$ cat src/rtl/crast_pkg.sv
// ----------------------------------------------------------------------------
// Circle rasterizer package
// Field widths, register indexes, reset values and the structures that pass
// between the scan sequencer, the pixel datapath and the top level.
// ----------------------------------------------------------------------------
package crast_pkg;

   localparam int CENTER_W   = 12;
   localparam int RADIUS_W   = 11;
   localparam int COLOR_W    = 24;
   localparam int FRAME_W    = 13;
   localparam int CSR_DATA_W = 24;
   localparam int CSR_IDX_W  = 3;

   // Offset i saturates one step past the largest radius; offset j never
   // passes the largest radius.
   localparam int OFF_I_W = RADIUS_W + 2;
   localparam int OFF_J_W = RADIUS_W + 1;
   localparam int SUM_W   = 2 * RADIUS_W + 4;

   typedef enum logic [CSR_IDX_W-1:0] {
      CSR_CENTER_X,
      CSR_CENTER_Y,
      CSR_RADIUS,
      CSR_FILL_MODE,
      CSR_DRAW_COLOR,
      CSR_FRAME_WIDTH,
      CSR_FRAME_HEIGHT
   } csr_index_type;

   typedef struct packed {
      logic [CENTER_W-1:0] center_x;
      logic [CENTER_W-1:0] center_y;
      logic [RADIUS_W-1:0] radius;
      logic                fill_mode;
      logic [COLOR_W-1:0]  draw_color;
      logic [FRAME_W-1:0]  frame_width;
      logic [FRAME_W-1:0]  frame_height;
   } crast_cfg_type;

   localparam crast_cfg_type CFG_RESET = '{
      center_x:     '0,
      center_y:     '0,
      radius:       RADIUS_W'(1),
      fill_mode:    1'b0,
      draw_color:   COLOR_W'(24'hFF_FFFF),
      frame_width:  FRAME_W'(640),
      frame_height: FRAME_W'(480)
   };

   typedef struct packed {
      logic                      point;
      logic                      last;
      logic signed [OFF_I_W-1:0] off_i;
      logic signed [OFF_J_W-1:0] off_j;
   } crast_pt_type;

endpackage

$ cat src/rtl/crast_if.sv
// ----------------------------------------------------------------------------
// Circle rasterizer channels
// Valid/ready channels for scan steps in and pixel writes out.
// ----------------------------------------------------------------------------
interface crast_req_if;
   logic valid;
   logic ready;
   logic restart;

   modport source (output valid, output restart, input ready);
   modport sink   (input valid, input restart, output ready);
endinterface

interface crast_rsp_if
   import crast_pkg::*;
#(
   parameter int COORD_BITS = 12
);
   logic                  valid;
   logic                  ready;
   logic                  pixel_valid;
   logic [COORD_BITS-1:0] pixel_x;
   logic [COORD_BITS-1:0] pixel_y;
   logic [COLOR_W-1:0]    pixel_color;
   logic                  scan_last;

   modport source (output valid, output pixel_valid, output pixel_x, output pixel_y,
                   output pixel_color, output scan_last, input ready);
   modport sink   (input valid, input pixel_valid, input pixel_x, input pixel_y,
                   input pixel_color, input scan_last, output ready);
endinterface

$ cat src/rtl/crast_scan.sv
// ----------------------------------------------------------------------------
// Circle rasterizer scan sequencer
// Holds the scan offsets, loads them on a restart transfer, steps them on every
// other transfer of an active scan and registers the resulting scan point for the pixel datapath.
// ----------------------------------------------------------------------------
module crast_scan
   import crast_pkg::*;
(
   input  logic          clock,
   input  logic          reset,
   input  crast_cfg_type cfg,
   input  logic          in_valid,
   output logic          in_ready,
   input  logic          in_restart,
   output logic          pt_valid,
   output crast_pt_type  pt,
   input  logic          pt_take
);

   localparam logic signed [OFF_I_W-1:0] ONE_I = OFF_I_W'(1);
   localparam logic signed [OFF_J_W-1:0] ONE_J = OFF_J_W'(1);
   localparam logic signed [OFF_I_W-1:0] I_CAP = OFF_I_W'(2 ** RADIUS_W);

   logic signed [OFF_I_W-1:0] off_i_ff, off_i_in;
   logic signed [OFF_J_W-1:0] off_j_ff, off_j_in;
   logic                      active_ff, active_in;
   logic                      pt_valid_ff, pt_valid_in;
   crast_pt_type              pt_ff, pt_in;

   logic signed [OFF_I_W-1:0] radius_s;
   logic signed [OFF_I_W-1:0] lo;
   logic signed [OFF_I_W-1:0] hi;
   logic                      accept;
   logic                      point;
   logic                      last;

   assign radius_s = signed'(OFF_I_W'(cfg.radius));
   assign lo       = ONE_I - radius_s;
   assign hi       = radius_s - ONE_I;
   assign in_ready = !pt_valid_ff || pt_take;
   assign accept   = in_valid && in_ready;

   always_comb begin
      off_i_in    = off_i_ff;
      off_j_in    = off_j_ff;
      active_in   = active_ff;
      pt_valid_in = pt_valid_ff && !pt_take;
      pt_in       = pt_ff;
      point       = 1'b0;
      last        = 1'b0;
      if (accept) begin
         if (in_restart) begin
            if (cfg.radius == '0) begin
               active_in = 1'b0;
               off_i_in  = '0;
               off_j_in  = '0;
               last      = 1'b1;
            end else begin
               active_in = 1'b1;
               off_i_in  = lo;
               off_j_in  = lo[OFF_J_W-1:0];
               point     = 1'b1;
            end
         end else if (active_ff) begin
            point = 1'b1;
            if (OFF_I_W'(off_j_ff) >= hi) begin
               off_j_in = lo[OFF_J_W-1:0];
               off_i_in = (off_i_ff >= I_CAP) ? off_i_ff : off_i_ff + ONE_I;
            end else begin
               off_j_in = off_j_ff + ONE_J;
            end
         end
         if (point && off_i_in >= hi && OFF_I_W'(off_j_in) >= hi) begin
            last      = 1'b1;
            active_in = 1'b0;
         end
         pt_valid_in = 1'b1;
         pt_in       = '{point: point, last: last, off_i: off_i_in, off_j: off_j_in};
      end
   end

   always_ff @(posedge clock) begin
      if (reset) begin
         off_i_ff    <= '0;
         off_j_ff    <= '0;
         active_ff   <= 1'b0;
         pt_valid_ff <= 1'b0;
      end else begin
         off_i_ff    <= off_i_in;
         off_j_ff    <= off_j_in;
         active_ff   <= active_in;
         pt_valid_ff <= pt_valid_in;
      end
   end

   always_ff @(posedge clock) begin
      pt_ff <= pt_in;
   end

   assign pt_valid = pt_valid_ff;
   assign pt       = pt_ff;

endmodule

$ cat src/rtl/crast_pix.sv
// ----------------------------------------------------------------------------
// Circle rasterizer pixel datapath
// Squares the offsets of the registered scan point, applies the disc, outline
// and frame tests and registers the pixel write.
// ----------------------------------------------------------------------------
module crast_pix
   import crast_pkg::*;
#(
   parameter int COORD_BITS = 12
)
(
   input  logic                  clock,
   input  logic                  reset,
   input  crast_cfg_type         cfg,
   input  logic                  pt_valid,
   input  crast_pt_type          pt,
   output logic                  pt_take,
   output logic                  rsp_valid,
   input  logic                  rsp_ready,
   output logic                  pixel_valid,
   output logic [COORD_BITS-1:0] pixel_x,
   output logic [COORD_BITS-1:0] pixel_y,
   output logic [COLOR_W-1:0]    pixel_color,
   output logic                  scan_last
);

   localparam int CMP_W = (COORD_BITS + 2 > OFF_I_W + 3) ? COORD_BITS + 2 : OFF_I_W + 3;
   localparam logic signed [CMP_W-1:0]   SPAN  = CMP_W'(2 ** COORD_BITS);
   localparam logic signed [SUM_W-1:0]   ONE_S = SUM_W'(1);
   localparam logic signed [OFF_I_W-1:0] ONE_I = OFF_I_W'(1);

   logic                  out_valid_ff, out_valid_in;
   logic                  pixel_valid_ff, pixel_valid_in;
   logic [COORD_BITS-1:0] pixel_x_ff, pixel_x_in;
   logic [COORD_BITS-1:0] pixel_y_ff, pixel_y_in;
   logic [COLOR_W-1:0]    pixel_color_ff, pixel_color_in;
   logic                  scan_last_ff, scan_last_in;

   logic                      adv_out;
   logic signed [CMP_W-1:0]   px_s;
   logic signed [CMP_W-1:0]   py_s;
   logic signed [CMP_W-1:0]   fw_s;
   logic signed [CMP_W-1:0]   fh_s;
   logic signed [SUM_W-1:0]   ext_i;
   logic signed [SUM_W-1:0]   ext_j;
   logic signed [SUM_W-1:0]   ext_r;
   logic signed [SUM_W-1:0]   sum_c;
   logic signed [SUM_W-1:0]   r_sq;
   logic signed [SUM_W-1:0]   two_i;
   logic signed [SUM_W-1:0]   two_j;
   logic signed [OFF_I_W-1:0] lo;
   logic                      in_frame;
   logic                      disc_hit;
   logic                      edge_pt;
   logic                      drawn;

   assign adv_out = !out_valid_ff || rsp_ready;
   assign pt_take = adv_out;

   // The first row and column of the disc are always part of the outline.
   always_comb begin
      px_s     = signed'(CMP_W'(cfg.center_x)) + CMP_W'(pt.off_i);
      py_s     = signed'(CMP_W'(cfg.center_y)) + CMP_W'(pt.off_j);
      fw_s     = signed'(CMP_W'(cfg.frame_width));
      fh_s     = signed'(CMP_W'(cfg.frame_height));
      in_frame = !px_s[CMP_W-1] && !py_s[CMP_W-1] &&
                 (px_s < fw_s) && (px_s < SPAN) &&
                 (py_s < fh_s) && (py_s < SPAN);

      ext_i    = SUM_W'(pt.off_i);
      ext_j    = SUM_W'(pt.off_j);
      ext_r    = signed'(SUM_W'(cfg.radius));
      sum_c    = ext_i * ext_i + ext_j * ext_j;
      r_sq     = ext_r * ext_r;
      two_i    = ext_i <<< 1;
      two_j    = ext_j <<< 1;
      lo       = ONE_I - signed'(OFF_I_W'(cfg.radius));
      disc_hit = sum_c <= r_sq;
      edge_pt  = (pt.off_i == lo) || (OFF_I_W'(pt.off_j) == lo) ||
                 (sum_c - two_i + ONE_S > r_sq) || (sum_c + two_i + ONE_S > r_sq) ||
                 (sum_c - two_j + ONE_S > r_sq) || (sum_c + two_j + ONE_S > r_sq);
      drawn    = pt.point && in_frame && disc_hit && (cfg.fill_mode || edge_pt);

      out_valid_in   = out_valid_ff;
      pixel_valid_in = pixel_valid_ff;
      pixel_x_in     = pixel_x_ff;
      pixel_y_in     = pixel_y_ff;
      pixel_color_in = pixel_color_ff;
      scan_last_in   = scan_last_ff;
      if (adv_out) begin
         out_valid_in   = pt_valid;
         pixel_valid_in = drawn;
         pixel_x_in     = drawn ? px_s[COORD_BITS-1:0] : '0;
         pixel_y_in     = drawn ? py_s[COORD_BITS-1:0] : '0;
         pixel_color_in = drawn ? cfg.draw_color : '0;
         scan_last_in   = pt.last;
      end
   end

   always_ff @(posedge clock) begin
      if (reset) begin
         out_valid_ff <= 1'b0;
      end else begin
         out_valid_ff <= out_valid_in;
      end
   end

   always_ff @(posedge clock) begin
      pixel_valid_ff <= pixel_valid_in;
      pixel_x_ff     <= pixel_x_in;
      pixel_y_ff     <= pixel_y_in;
      pixel_color_ff <= pixel_color_in;
      scan_last_ff   <= scan_last_in;
   end

   assign rsp_valid   = out_valid_ff;
   assign pixel_valid = pixel_valid_ff;
   assign pixel_x     = pixel_x_ff;
   assign pixel_y     = pixel_y_ff;
   assign pixel_color = pixel_color_ff;
   assign scan_last   = scan_last_ff;

endmodule

$ cat src/rtl/circle_rasterizer.sv
// ----------------------------------------------------------------------------
// Circle rasterizer
//
// Channel  Direction  Handshake      Payload
// req_ch   in         valid/ready    restart
// rsp_ch   out        valid/ready    pixel_valid, pixel_x, pixel_y,
//                                    pixel_color, scan_last
// csr      in         csr_we         csr_index, csr_wdata
//
// One scan step is taken per cycle while rsp_ch does not stall. Its result
// passes two registers after the step transfer: the sequencer registers the
// scan point and the pixel logic feeds the output register.
// Reset clears the scan offsets and the valid flags and loads the reset configuration.
// A stalled result holds the output register; the sequencer register takes
// one more step behind it, after which req_ch stalls until rsp_ch transfers.
// ----------------------------------------------------------------------------
module circle_rasterizer
   import crast_pkg::*;
#(
   parameter int COORD_BITS = 12
)
(
   input  logic                  clock,
   input  logic                  reset,
   crast_req_if.sink             req_ch,
   crast_rsp_if.source           rsp_ch,
   input  logic                  csr_we,
   input  logic [CSR_IDX_W-1:0]  csr_index,
   input  logic [CSR_DATA_W-1:0] csr_wdata
);

   crast_cfg_type cfg_ff, cfg_in;
   logic          pt_valid;
   crast_pt_type  pt;
   logic          pt_take;

   always_comb begin
      cfg_in = cfg_ff;
      if (csr_we) begin
         case (csr_index)
            CSR_CENTER_X:     cfg_in.center_x     = csr_wdata[CENTER_W-1:0];
            CSR_CENTER_Y:     cfg_in.center_y     = csr_wdata[CENTER_W-1:0];
            CSR_RADIUS:       cfg_in.radius       = csr_wdata[RADIUS_W-1:0];
            CSR_FILL_MODE:    cfg_in.fill_mode    = csr_wdata[0];
            CSR_DRAW_COLOR:   cfg_in.draw_color   = csr_wdata[COLOR_W-1:0];
            CSR_FRAME_WIDTH:  cfg_in.frame_width  = csr_wdata[FRAME_W-1:0];
            CSR_FRAME_HEIGHT: cfg_in.frame_height = csr_wdata[FRAME_W-1:0];
            default:          cfg_in = cfg_ff;
         endcase
      end
   end

   always_ff @(posedge clock) begin
      if (reset) begin
         cfg_ff <= CFG_RESET;
      end else begin
         cfg_ff <= cfg_in;
      end
   end

   crast_scan u_scan (
      .clock      (clock),
      .reset      (reset),
      .cfg        (cfg_ff),
      .in_valid   (req_ch.valid),
      .in_ready   (req_ch.ready),
      .in_restart (req_ch.restart),
      .pt_valid   (pt_valid),
      .pt         (pt),
      .pt_take    (pt_take)
   );

   crast_pix #(
      .COORD_BITS (COORD_BITS)
   ) u_pix (
      .clock       (clock),
      .reset       (reset),
      .cfg         (cfg_ff),
      .pt_valid    (pt_valid),
      .pt          (pt),
      .pt_take     (pt_take),
      .rsp_valid   (rsp_ch.valid),
      .rsp_ready   (rsp_ch.ready),
      .pixel_valid (rsp_ch.pixel_valid),
      .pixel_x     (rsp_ch.pixel_x),
      .pixel_y     (rsp_ch.pixel_y),
      .pixel_color (rsp_ch.pixel_color),
      .scan_last   (rsp_ch.scan_last)
   );

endmodule

$ cat src/flat_wrapper.sv
// flat-port wrapper written by rule: the top's interface ports become plain ports
module circle_rasterizer_flat import crast_pkg::*;
#(
   parameter int COORD_BITS = 12
)
  (clock, reset, csr_we, csr_index, csr_wdata, req_ch_valid, req_ch_restart, req_ch_ready, rsp_ch_valid, rsp_ch_pixel_valid, rsp_ch_pixel_x, rsp_ch_pixel_y, rsp_ch_pixel_color, rsp_ch_scan_last, rsp_ch_ready);
  crast_req_if req_ch_i ();
  crast_rsp_if #(.COORD_BITS(COORD_BITS)) rsp_ch_i ();
  input  logic clock;
  input  logic reset;
  input  logic csr_we;
  input  logic [CSR_IDX_W-1:0] csr_index;
  input  logic [CSR_DATA_W-1:0] csr_wdata;
  input wire logic [$bits(req_ch_i.valid)-1:0] req_ch_valid;
  input wire logic [$bits(req_ch_i.restart)-1:0] req_ch_restart;
  output wire logic [$bits(req_ch_i.ready)-1:0] req_ch_ready;
  output wire logic [$bits(rsp_ch_i.valid)-1:0] rsp_ch_valid;
  output wire logic [$bits(rsp_ch_i.pixel_valid)-1:0] rsp_ch_pixel_valid;
  output wire logic [$bits(rsp_ch_i.pixel_x)-1:0] rsp_ch_pixel_x;
  output wire logic [$bits(rsp_ch_i.pixel_y)-1:0] rsp_ch_pixel_y;
  output wire logic [$bits(rsp_ch_i.pixel_color)-1:0] rsp_ch_pixel_color;
  output wire logic [$bits(rsp_ch_i.scan_last)-1:0] rsp_ch_scan_last;
  input wire logic [$bits(rsp_ch_i.ready)-1:0] rsp_ch_ready;
  assign req_ch_i.valid = req_ch_valid;
  assign req_ch_i.restart = req_ch_restart;
  assign req_ch_ready = req_ch_i.ready;
  assign rsp_ch_valid = rsp_ch_i.valid;
  assign rsp_ch_pixel_valid = rsp_ch_i.pixel_valid;
  assign rsp_ch_pixel_x = rsp_ch_i.pixel_x;
  assign rsp_ch_pixel_y = rsp_ch_i.pixel_y;
  assign rsp_ch_pixel_color = rsp_ch_i.pixel_color;
  assign rsp_ch_scan_last = rsp_ch_i.scan_last;
  assign rsp_ch_i.ready = rsp_ch_ready;
  circle_rasterizer #(.COORD_BITS(COORD_BITS)) u_core (.clock(clock), .reset(reset), .req_ch(req_ch_i), .rsp_ch(rsp_ch_i), .csr_we(csr_we), .csr_index(csr_index), .csr_wdata(csr_wdata));
endmodule
$ cat config.mk
export PLATFORM = sky130hd
export DESIGN_NAME = circle_rasterizer_flat
export DESIGN_NICKNAME = d
export VERILOG_FILES = /design/src/rtl/crast_pkg.sv /design/src/rtl/crast_if.sv /design/src/rtl/crast_scan.sv /design/src/rtl/crast_pix.sv /design/src/rtl/circle_rasterizer.sv /design/src/flat_wrapper.sv
export SDC_FILE = /design/constraint.sdc
export NUM_CORES = 2
export LEC_CHECK = 0
export ABC_AREA = 1
export BUFFER_PORTS_ARGS = -buffer_cell sky130_fd_sc_hd__buf_4
export CAP_MARGIN = 25
export CORE_MARGIN = 2
export CORE_UTILIZATION = 55
export DETAILED_ROUTE_END_ITERATION = 12
export GPL_TIMING_DRIVEN = 0
export PLACE_DENSITY = 0.71
export SLEW_MARGIN = 25
export SYNTH_ARGS = -nofsm -noshare
export SYNTH_HDL_FRONTEND = slang
export SYNTH_SLANG_ARGS = --single-unit
$ cat constraint.sdc
create_clock -name clock -period 24.3 [get_ports clock]
set_input_delay 2.43 -clock clock [delete_from_list [all_inputs] [get_ports clock]]
set_output_delay 2.43 -clock clock [all_outputs]
set_load 0.1 [all_outputs]
=== Word level (Yosys, flattened, before mapping) ===
Cells that the tools add are included.
Widths: inputs -> output; s select.

* Reduce and logical (&&, ||, !) cells: 36
* Multiplexer cells: 20
* Multipliers: 3
* $add $sub $neg: 15
* Order comparisons: 13
* Equal/unequal tests: 8

{| class="wikitable"
|+ Operators by type and width
! operator !! count
|-
| $add 26x2->26 const B || 4
|-
| $gt 26x23->1 || 4
|-
| $mux 13 || 6
|-
| $mux 12 || 5
|-
| $lt 14x14->1 || 2
|-
| $lt 14x14->1 const B || 2
|-
| $add 26x13->26 || 1
|-
| $add 26x14->26 || 1
|-
| $add 26x24->26 || 1
|-
| $le 26x23->1 || 1
|-
| $mul 13x13->26 || 1
|-
| $sub 26x13->26 || 1
|-
| $sub 26x14->26 || 1
|-
| $ge 12x12->1 || 2
|-
| $mul 12x12->24 || 1
|-
| $mul 11x11->22 || 1
|-
| $reduce_and 2->1 || 8
|-
| $add 13x12->14 || 1
|-
| $add 13x13->14 || 1
|-
| $add 13x2->13 const B || 1
|-
| $eq 13x12->1 || 1
|-
| $ge 13x12->1 || 1
|-
| $ge 13x13->1 const B || 1
|-
| $add 12x2->12 const B || 1
|-
| other kinds (13) || 46
|}

* Register bits after elaboration: 191
* Bits of input ports: 33
* Output and inout port bits: 52
* Word-level logic and storage cells: 116

=== Logic depth before layout (Yosys ltp) ===
* Word-level depth: 11
* Gate-level depth with buffers: 49

=== Modules after synthesis ===
Synthesis repeated with hierarchy kept, for this count alone.

* Cell total of the unflattened synthesis: 4,614
* Area total of the unflattened synthesis: 35,048.6 sq um

{| class="wikitable"
|+ By module, submodules not included
! module !! area an instance (sq um) !! times used !! cells each
|-
| crast_pix || 27,228.6 || 1 || 3,516
|-
| crast_scan || 4,498.1 || 1 || 631
|-
| circle_rasterizer || 3,321.9 || 1 || 467
|}

=== Worst setup path after synthesis ===
No wires, ideal clock.

* Kind: flip-flop to flip-flop
* Start: register u_core.u_scan.pt_ff (netlist bit u_core.u_scan.pt[11])
* End: register u_core.u_pix.pixel_x_ff[10], in the netlist u_core.u_pix.pixel_x[10], data pin
* Path buffers: 4
* Slack: 14.480 ns
* Cell stages (with the launch flop): 43
* Library setup time: 0.261 ns
* Clock period less this slack: 9.820 ns
* Arrival time: 9.559 ns
* Path through: edfxtp_1 > buf_2 > buf_1 > nand2_1 > fa_1 > inv_1 > fa_1 > fa_1 > fa_1 > fa_1 > fa_1 > inv_1 > fa_1 > inv_1 > ha_1 > nand2_1 > o21ai_0 > xor2_1 > [... 7 more ...] > a21oi_1 > o21ai_0 > xor2_1 > ha_1 > a21oi_1 > nor2_1 > a211oi_1 > nand2_1 > a21oi_1 > nand4_1 > nand3_1 > nand2_1 > nor2_1 > nand2_1 > nand2_2 > buf_6 > buf_12 > nor2_4

* Cells in the longest elaborated chain, start to end: 11

{| class="wikitable"
|+ RTL lines
! what !! RTL line !! text
|-
| start: declaration || crast_scan.sv:28 || <nowiki>crast_pt_type pt_ff, pt_in;</nowiki>
|-
| start signal: assignment || crast_scan.sv:97 || <nowiki>pt_ff <= pt_in;</nowiki>
|-
| $mul 12x12->24 || crast_pix.sv:73 || <nowiki>sum_c = ext_i * ext_i + ext_j * ext_j;</nowiki>
|-
| $add 26x24->26 || crast_pix.sv:73 ||
|-
| $sub 26x14->26 || crast_pix.sv:80 || <nowiki>(sum_c - two_i + ONE_S > r_sq) || (sum_c + two_i + ONE_S > r_sq) ||</nowiki>
|-
| $add 26x2->26 || crast_pix.sv:80 ||
|-
| $gt 26x23->1 || crast_pix.sv:80 ||
|-
| $logic_or 1x1->1 || crast_pix.sv:79 || <nowiki>edge_pt = (pt.off_i == lo) || (OFF_I_W'(pt.off_j) == lo) ||</nowiki>
|-
| $logic_or 1x1->1 (2 in series) || crast_pix.sv:80 ||
|-
| $logic_or 1x1->1 || crast_pix.sv:81 || <nowiki>(sum_c - two_j + ONE_S > r_sq) || (sum_c + two_j + ONE_S > r_sq);</nowiki>
|-
| $logic_or 1x1->1 || crast_pix.sv:82 || <nowiki>drawn = pt.point && in_frame && disc_hit && (cfg.fill_mode || edge_pt);</nowiki>
|-
| $logic_and 1x1->1 * || crast_pix.sv:82 ||
|-
| end signal: assignment || crast_pix.sv:110 || <nowiki>pixel_x_ff <= pixel_x_in;</nowiki>
|-
| end: declaration || crast_pix.sv:34 || <nowiki>logic [COORD_BITS-1:0] pixel_x_ff, pixel_x_in;</nowiki>
|}

Mark *: on every way between the ends. The rest lies on a longest branch, timed or not.
A chain may end at the register's enable or synchronous reset.

=== Final worst setup path ===
* Start: register u_core.u_scan.pt_ff (netlist bit u_core.u_scan.pt[11])
* End: register u_core.u_pix.pixel_x_ff[5], in the netlist u_core.u_pix.pixel_x[5], data pin

The elaborated chain is that of the path after synthesis.

==> metrics.txt <==
status=finished clean; drt wl/cell=between 15 and 20 um; CTS sink cnt=approximately 190; die area=64200 um2; gr ovfl total=0; Slew HR=roughly 22%; RSZ-0062 raised after global routing=no; post-detail-place hpwl=approximately 84000 um; Cell Area, Synth=about 34000 um2; post-CTS setup buffer count=0; DRT Pass-1 Iters=5; final-layout fill cell count=around 5700; hold path depth=0; CTS tree=built; # H-tree levels=4; global-route wire length before repair=about 160000 um; Die W=between 200 and 300 um; clk root buf=clkbuf_16; DRC Markers=0; CTS Buf Count=17; antenna viol nets, final=0; Ys Warns=0; critical path arrival=between 10 and 15 ns; Reg2Reg Depth=between 40 and 50; R2R Setup Slk=11.55 ns; routed wire length=roughly 100000 um; peak fanout along the critical path=16; Slew Limit Fails=0; Max Fclk=~78 MHz; minimum clock period after layout=about 13 ns; final worst path period share=approximately 52%; Syn Nets=5376; final hold violation count=0; total number of vias=between 20000 and 30000; Area contributors post-synth=fa_1 23%, ha_1 19%, inv_1 11%; Via density=5.43; sequential area share after synthesis=approximately 13%; Post-synth top cells=976 x inv_1, 763 x nand2_1, 520 x ha_1, 386 x fa_1, 311 x a21oi_1; WP data required=between 20 and 25 ns; vias in the first global route=about 29000; initial cell density of the core=~56%; die height=253 um; std cell rows=just over 90; initial antenna violation count=4; Clock Skew=around 0.0088 ns; cells after synthesis=between 4000 and 5000; Worst-Margin Slew=~1.2 ns; hold path start=u_core.u_scan.pt[25]; RR Startpoint=u_core.u_scan.pt[11]; synthesis-stage register bit count=around 190; crit start category=register; max cap viols=0; Top FF cell, synth=dfxtp_1; hold_buf cts=0; P&R area growth vs syn=7.12%; final setup TNS=0 ns; critical path's slowest cell=fa_1; Initial DRC Count=approximately 2300; Avg Cell Area, Syn=7.71 um2; clk_lat worst skew=between 0.4 and 0.5 ns; final setup fails=0; Clock Tree Buf Depth=2; CTS resizes=0; met3 wire len=between 6000 and 7000 um; number of synthesized flops with an enable pin=77; top cell type's share of synthesized area=22.6%; Hold Path Class=reg2reg; core area=roughly 62000 um2; most frequent CP cell=fa_1; worst hold path endpoint=u_core.u_pix.scan_last; share of flip-flops with an asynchronous set or reset=0%; area leader, netlist=fa_1; Final nets=5480; routability congestion estimate=roughly 0.99; Total GRT Usage=a little under a third; share of layout cells above drive strength 1=around 4.0%; largest net degree at the start of global routing=52; critical path type=reg2reg; CP endpoint kind=register; met2 WL=45300 um; port bufs=84; # IOs=85; most frequent cell after synthesis=inv_1; M1 WL=between 40000 and 50000 um; Cell variety after synth=between 50 and 60; highest metal used=met5; crit-path max cell delay=roughly 1 ns; Crit Reg-Reg Endpoint=u_core.u_pix.pixel_x[5]; CTS clock-pin slew for the worst setup and hold paths=approximately 0.08 ns
==> worst max-delay path by stage <==
| stage | startpoint | end | slack [ns] | depth (start not counted) |
|---|---|---|---|---|
| 3_3_place_gp | u_core.u_scan.pt[11] | u_core.u_pix.pixel_x[3] | 11.57 | 42 |
| 5_1_grt | u_core.u_scan.pt[11] | u_core.u_pix.pixel_x[5] | 10.95 | 42 |
| 3_5_place_dp | u_core.u_scan.pt[11] | u_core.u_pix.pixel_x[6] | 11.70 | 42 |
| 6_report | u_core.u_scan.pt[11] | u_core.u_pix.pixel_x[5] | 11.55 | 42 |
| 4_1_cts | u_core.u_scan.pt[11] | u_core.u_pix.pixel_x[6] | 11.64 | 42 |
| 2_1_floorplan | u_core.u_scan.pt[11] | u_core.u_pix.pixel_x[10] | 14.48 | 42 |
==> worst max-delay path: cells and delay by family (launching register included) <==
family	cells	cell delay [ns]
compound gates	10	1.96
xor+xnor	2	0.95
fa+ha+maj	11	5.54
buf+inv	8	1.61
flops	1	0.97
simple gates	11	1.41
==> cell families (layout without fill, tap and decap cells) <==
family,count (synthesis),count (layout),share of synthesized area [%]
xor gates and xnor gates,181,181,4.63
muxes,1,1,0.0293
adders and majority gates,906,906,41.6
and+or+nand+nor,1373,1373,16.9
DFF,191,191,13.4
buffers and inverters,1074,1191,11.9
AOI/OAI and AO/OA,709,709,11.5
other,2,3,0.0219
==> registers in the layout, summed over array words and instances, names as in the netlist <==
signal and flops:
u_core.u_scan.off_j_ff 12, u_core.u_pix.pixel_y 12, u_core.u_scan.pt_valid 1, u_core.u_pix.pixel_valid 1, u_core.u_pix.rsp_valid 1, u_core.u_pix.pixel_x 12, u_core.u_pix.scan_last 1, u_core.u_scan.off_i_ff 13
u_core.cfg_ff 86, u_core.u_scan.active_ff 1, u_core.u_pix.pixel_color 24, u_core.u_scan.pt 27
==> layer usage <==
layer	up-vias	track usage [%]
li1	14200	-
met5	-	0
met1	13800	43.6
met3	222	4.32
met4	4	12.5
met2	983	50.2
==> metrics by stage <==
stage	instance area, um2	cells	util [%]	setup WS [ns]	hold slack [ns]
CTS	36700	5391	59.5	11.64	0.450
global placement	35900	5358	58.3	11.57	0.434
finish	36700	5392	59.5	11.55	0.446
detailed placement	36000	5359	58.5	11.70	0.420
global route	36700	5391	59.5	10.95	0.458
floorplan	34200	4437	-	14.48	0.400
==> placed cells by master (no fill, tap or decap), types with 72 or more instances in the layout <==
master	Yosys	layout
a21oi_1	311	311
buf_4	0	84
clkbuf_1	74	72
dfxtp_1	114	114
edfxtp_1	77	77
fa_1	386	386
ha_1	520	520
inv_1	976	976
nand2_1	763	762
nand3_1	138	138
nor2_1	310	310
o21ai_0	229	229
xor2_1	128	122
==> area by class of cell <==
cell class	instances	area, um2	area share, %
Buffer	85	353	0.963
Tap cell	837	1050	2.86
Antenna cell	1	2.50	0.00683
Sequential cell	191	4590	12.5
Multi-Input combinational cell	3172	25700	70.0
Timing Repair Buffer	85	651	1.78
Inverter	989	3710	10.1
Clock inverter	15	196	0.536
Clock buffer	17	425	1.16
Power is left out: the tool's default activity adds up to more than one toggle a clock period on the data nets, which glitch-free logic cannot reach.
